<file path="src/hw/rtl/atce_pkg.sv">
// shared constants, types and helper functions for the text console engine
package atce_pkg;

    localparam int NUM_COLS    = 80;
    localparam int NUM_ROWS    = 25;
    localparam int PARAM_LIMIT = 16;
    localparam int ROW_W       = 5;
    localparam int COL_W       = 7;
    localparam int CELLS       = NUM_ROWS * NUM_COLS;
    localparam int ADDR_W      = $clog2(CELLS);
    localparam int PCNT_W      = $clog2(PARAM_LIMIT + 1);
    localparam logic [15:0] NUM_MAX = 16'hFFFF;

    localparam logic [1:0] OP_FEED  = 2'd0;
    localparam logic [1:0] OP_READ  = 2'd1;
    localparam logic [1:0] OP_CLEAR = 2'd2;

    localparam logic [7:0] CH_BS    = 8'd8;
    localparam logic [7:0] CH_LF    = 8'd10;
    localparam logic [7:0] CH_CR    = 8'd13;
    localparam logic [7:0] CH_ESC   = 8'd27;
    localparam logic [7:0] CH_SPACE = 8'd32;
    localparam logic [7:0] CH_ZERO  = 8'd48;
    localparam logic [7:0] CH_NINE  = 8'd57;
    localparam logic [7:0] CH_SEMI  = 8'd59;
    localparam logic [7:0] CH_AT    = 8'd64;
    localparam logic [7:0] CH_A     = 8'd65;
    localparam logic [7:0] CH_B     = 8'd66;
    localparam logic [7:0] CH_C     = 8'd67;
    localparam logic [7:0] CH_D     = 8'd68;
    localparam logic [7:0] CH_H     = 8'd72;
    localparam logic [7:0] CH_J     = 8'd74;
    localparam logic [7:0] CH_LBRK  = 8'd91;
    localparam logic [7:0] CH_F     = 8'd102;
    localparam logic [7:0] CH_TILDE = 8'd126;

    typedef enum logic [1:0] {
        PH_TEXT,
        PH_ESC,
        PH_CSI
    } phase_t;

    typedef enum logic [2:0] {
        ST_BOOT,
        ST_IDLE,
        ST_EXEC,
        ST_SWEEP,
        ST_PUSH
    } state_t;

    typedef struct packed {
        logic load;
        logic exec;
        logic sweep;
        logic push;
    } cmd_t;

    typedef struct packed {
        logic need_sweep;
        logic sweep_last;
        logic out_free;
    } stat_t;

    function automatic logic [ADDR_W-1:0] phys_addr(input logic [ROW_W-1:0] row,
                                                     input logic [COL_W-1:0] col,
                                                     input logic [ROW_W-1:0] base);
        logic [ROW_W:0] s;
        s = {1'b0, row} + {1'b0, base};
        if (s >= (ROW_W+1)'(NUM_ROWS)) begin
            s = s - (ROW_W+1)'(NUM_ROWS);
        end
        return ADDR_W'(s) * ADDR_W'(NUM_COLS) + ADDR_W'(col);
    endfunction

    function automatic logic [15:0] add_digit(input logic [15:0] v, input logic [3:0] d);
        logic [19:0] n;
        n = 20'(v) * 20'd10 + 20'(d);
        return (n > 20'(NUM_MAX)) ? NUM_MAX : n[15:0];
    endfunction

endpackage

</file>
<file path="src/hw/rtl/atce_ctrl.sv">
// sequencing state machine of the text console engine
module atce_ctrl (
    input  logic            aclk,
    input  logic            aresetn,
    input  logic            s_valid,
    output logic            s_ready,
    input  atce_pkg::stat_t stat,
    output atce_pkg::cmd_t  cmd
);

    atce_pkg::state_t state_reg, state_next;

    always_ff @(posedge aclk) begin
        if (!aresetn) begin
            state_reg <= atce_pkg::ST_BOOT;
        end else begin
            state_reg <= state_next;
        end
    end

    always_comb begin
        state_next = state_reg;
        cmd        = '0;
        s_ready    = 1'b0;
        unique case (state_reg)
            atce_pkg::ST_BOOT: begin
                cmd.sweep = 1'b1;
                if (stat.sweep_last) begin
                    state_next = atce_pkg::ST_IDLE;
                end
            end
            atce_pkg::ST_IDLE: begin
                s_ready = 1'b1;
                if (s_valid) begin
                    cmd.load   = 1'b1;
                    state_next = atce_pkg::ST_EXEC;
                end
            end
            atce_pkg::ST_EXEC: begin
                cmd.exec   = 1'b1;
                state_next = stat.need_sweep ? atce_pkg::ST_SWEEP : atce_pkg::ST_PUSH;
            end
            atce_pkg::ST_SWEEP: begin
                cmd.sweep = 1'b1;
                if (stat.sweep_last) begin
                    state_next = atce_pkg::ST_PUSH;
                end
            end
            atce_pkg::ST_PUSH: begin
                if (stat.out_free) begin
                    cmd.push   = 1'b1;
                    state_next = atce_pkg::ST_IDLE;
                end
            end
            default: state_next = atce_pkg::ST_BOOT;
        endcase
    end

endmodule

</file>
<file path="config.mk">
export PLATFORM = sky130hd
export DESIGN_NAME = atce_ctrl
export DESIGN_NICKNAME = d
export VERILOG_FILES = /design/src/hw/rtl/atce_pkg.sv /design/src/hw/rtl/atce_ctrl.sv
export SDC_FILE = /design/constraint.sdc
export NUM_CORES = 1
export LEC_CHECK = 0
export BUFFER_PORTS_ARGS = -buffer_cell sky130_fd_sc_hd__buf_2
export CORE_AREA = 4 4 41 43
export DETAILED_ROUTE_END_ITERATION = 12
export DIE_AREA = 0 0 45 47
export GPL_ROUTABILITY_DRIVEN = 0
export GPL_TIMING_DRIVEN = 0
export PLACE_DENSITY_LB_ADDON = 0.12
export SKIP_CTS_REPAIR_TIMING = 1
export SYNTH_ARGS = -nofsm -noshare
export SYNTH_HDL_FRONTEND = slang
export SYNTH_SLANG_ARGS = --single-unit
</file>
<file path="constraint.sdc">
create_clock -name aclk -period 1.2 [get_ports aclk]
set_input_delay 0.06 -clock aclk [delete_from_list [all_inputs] [get_ports aclk]]
set_output_delay 0.06 -clock aclk [all_outputs]
set_load 0.1 [all_outputs]
</file>
**Word-level counts from Yosys, hierarchy flattened**

Index checks and enable logic that the tools add are counted.

- Equality and inequality tests: 8
- Multiplexer cells: 13
- Reduce and logical (&&, ||, !) cells: 3

Operators with widths:

| kind | number |
|---|---|
| $mux 3 | 5 |
| $pmux 3 s5 | 1 |
| $ne 2x2->1 const B | 4 |
| $mux 1 | 7 |
| $eq 3x2->1 const B | 2 |
| $reduce_and 4->1 | 1 |
| $eq 3x1->1 const B | 1 |
| $eq 3x3->1 const B | 1 |
| $logic_not 3->1 | 1 |
| $reduce_or 2->1 | 1 |

- Logic and storage cells: 25
- Input bits: 6
- Flip-flop bits (word level): 3

**Logic depth before layout (Yosys ltp)**

- Word-level depth: 3
- Depth in mapped cells: 5
- Gate-level depth less buffers: 4

**Worst setup path after synthesis**

No wires, ideal clock.

- Path type: register -> output
- Start: register state_reg[2]
- End: output port cmd[3] in the netlist's numbering
- Setup slack: -2.560 ns
- Stages on the path, launching flop included: 4
- Path buffers: 1
- Arrival time: 3.700 ns
- Data required time: 1.140 ns
- Path through: dfxtp_1 > clkbuf_1 > nor3b_1 > and2_1

RTL lines:

| item | RTL line | text |
|---|---|---|
| start: declaration | atce_ctrl.sv:11 | `atce_pkg::state_t state_reg, state_next;` |
| start signal: assignment | atce_ctrl.sv:15 | `state_reg <= atce_pkg::ST_BOOT;` |
| start signal: assignment | atce_ctrl.sv:17 | `state_reg <= state_next;` |
| end: declaration | atce_ctrl.sv:8 | `output atce_pkg::cmd_t cmd` |

==> impl_metrics.py <==
metrics = {
    "sta": {
        "setup-tns-final_ns": -0.269,
        "maxSlewHeadroom_pct": 81.6,
        "worstMarginPinSlew_ns": 0.278,
        "rsz0062_at_grt": "yes",
        "fmax_mhz": 787,
        "final_hold_viol_count": 0,
        "skew_ns": 0.00265,
        "maxSlewViolCount": 0,
        "period_needed_ns": 1.27,
        "layout_setup_ws_ns": -0.0705,
        "setup_viol": 7,
        "fin_crit_sh_pct": 106,
    },
    "yosys": {
        "synth_edf_count": 0,
        "yosysTopAreaCell": "dfxtp_1",
        "seq_area_frac_synth_pct": 23.9,
        "synthArstFlopShare_pct": 0,
        "yosysWarnings": 0,
        "syn_inst": 30,
        "synth_ff_type": "dfxtp_1",
        "ys_types": 23,
        "syn-cell-area_um2": 251,
        "ys_ff_latch": 3,
        "synth_commonest_cells": "dfxtp_1, nor2_1, mux2i_1, nand3b_1, nor3b_1",
        "syn_area_per_cell_um2": 8.38,
        "synth_area_leaders": "dfxtp_1, mux2i_1, nand3b_1, nor3b_1, nor2b_4",
        "synth_top_area_share_pct": 23.9,
        "synthesis.nets": 36,
    },
    "setup_path": {
        "crit_chain": "buf_6 > nor3b_4 > and2_4 > buf_12",
        "cp.required_ns": 1.14,
        "worstPathArrival_ns": 1.21,
        "cp-endpoint": "cmd[3]",
        "worst_setup_path_end_kind": "output port",
        "start_kind": "flop",
        "startpoint": "state_reg[1]",
        "reg2reg_to": "state_reg[2]",
        "cp_slowest_cell": "dfxtp_1",
        "ff2ff_path_depth": 4,
        "r2r_start": "state_reg[0]",
        "path_class": "reg -> out",
        "r2r_setup_slack_ns": -0.05,
        "crit_fanout": 9,
        "max_stage_delay_ns": 0.30,
    },
    "power": {
        "power.density_nw_per_um2": 1860,
        "swShare_pct": 47.3,
        "p_switching_mw": 0.410,
        "power_mw": 0.868,
        "vdd_drop_max_mv": 0.608,
        "pwr-share-clk_pct": 20.3,
        "pwr-share-comb_pct": 63.5,
        "seq_power_share_pct": 16.2,
        "p_int_mw": 0.458,
        "p_leak_nw": 0.198,
    },
    "grt": {
        "antenna_found_initial": 0,
        "grtUsageTotal_pct": 6.31,
        "grt_max_degree": 11,
        "grt_first_pass_wirelength_um": 924,
        "first_global_vias": 231,
        "overflow": 0,
    },
    "cts": {
        "htreeDepth": 1,
        "cts_buffers": 3,
        "cts-root-buf": "clkbuf_4",
        "cts_sinks": 3,
        "clk_pin_slew_ns": 0.04,
        "clockBufferDepth": 2,
        "cts_tree": "yes",
        "clkLatencyLatePin_ns": 0.23,
    },
    "cells_and_area": {
        "drive_gt1_share_pct": 60.0,
        "largest_reg_flops": 3,
        "finalNetCount": 52,
        "fin_util_pct": 35.9,
        "postLayoutCellArea_um2": 467,
        "antenna_cells": 0,
        "syn2layout_area_growth_pct": 85.6,
    },
    "die": {
        "pin_count": 11,
        "dieArea_um2": 2120,
        "die_w_um": 45,
        "die_y_um": 47,
        "core_um2": 1300,
        "start_util_pct": 19.3,
        "num_rows": 13,
    },
    "drt": {
        "initialDrtViolationCount": 2,
        "final_antenna_net_count": 0,
        "wl_per_cell_um": 10.7,
        "drc": 0,
        "avgViaCountPerCell": 4.18,
        "vias": 251,
        "routed_wl_um": 640,
        "drt_pre_antenna_iters": 4,
    },
    "placed_design": {
        "place_area_um2": 360,
        "io_buffers": 10,
    },
    "run_status": {
        "violations": "setup timing",
        "status": "finished, violations left",
    },
    "flow_run": {
        "maxCapViolations": 0,
    },
    "min_path": {
        "hp-class": "in -> reg",
    },
}
## how the worst min path moves through the flow
stage	from	end	depth (start not counted)
finish	aresetn	state_reg[1]	3
global route	aresetn	state_reg[1]	3
CTS	aresetn	state_reg[1]	3
detailed placement	aresetn	state_reg[1]	3
global placement	aresetn	state_reg[1]	3
floorplan	aresetn	state_reg[1]	2
## kinds of logic after synthesis
group / share of synthesized area, %
xor+xnor: 3.48
flops: 23.9
buf+inv: 9.45
simple gates: 37.3
mux: 7.96
compound gates: 17.9
## placed cells by master, fill, tap and decap left out, types with 2 or more instances in the layout
master	instances
nor2_2	2
buf_2	5
buf_4	3
mux2i_1	2
buf_12	3
nand3b_1	2
buf_6	2
clkbuf_4	3
## critical path: cells and delay by family, from the launching register on
kind	cells	cell delay (ns)
buf+inv	2	0.29
simple gates	2	0.38
flops	1	0.30
## power groups by stage
| stage | Combinational (mW) | Clock [mW] | Sequential (mW) |
|---|---|---|---|
| after floorplan | 0.402 | 0 | 0.123 |
| after global placement | 0.459 | 0 | 0.123 |
| after detailed placement | 0.461 | 0 | 0.123 |
| after CTS | 0.461 | 0.184 | 0.121 |
| after global routing | 0.574 | 0.198 | 0.144 |
| final | 0.551 | 0.176 | 0.141 |
## through the flow
step                      hold WS (ns)  instances  worst slack [ns]
after floorplan                  0.189         30            -0.649
after global placement           0.336         55           -0.0759
after detailed placement         0.331         55           -0.0639
after CTS                       0.0824         59            -0.310
after global routing             0.100         60            -0.114
final                           0.0842         60           -0.0705
## area by class of cell
type	instances	area [um^2]
clock buffers	4	26.3
fillers	142	835
repair buffers	12	119
flip-flops and latches	3	65.1
inverters	1	3.75
plain buffers	2	26.3
well taps	15	18.8
multi-input cells	23	208
## routing by layer
layer  part of all wire [%]  track usage [%]  vias up  routed length [um]
li1                       -                -      133                   -
met1                     46             7.69      111                 293
met2                     49             8.76        7                 314
met3                    4.8             1.15        0                  31
met4                      0             7.02        0                   0
met5                      0                0        -                   0
Note: power is estimated with default switching activity, not from simulation.
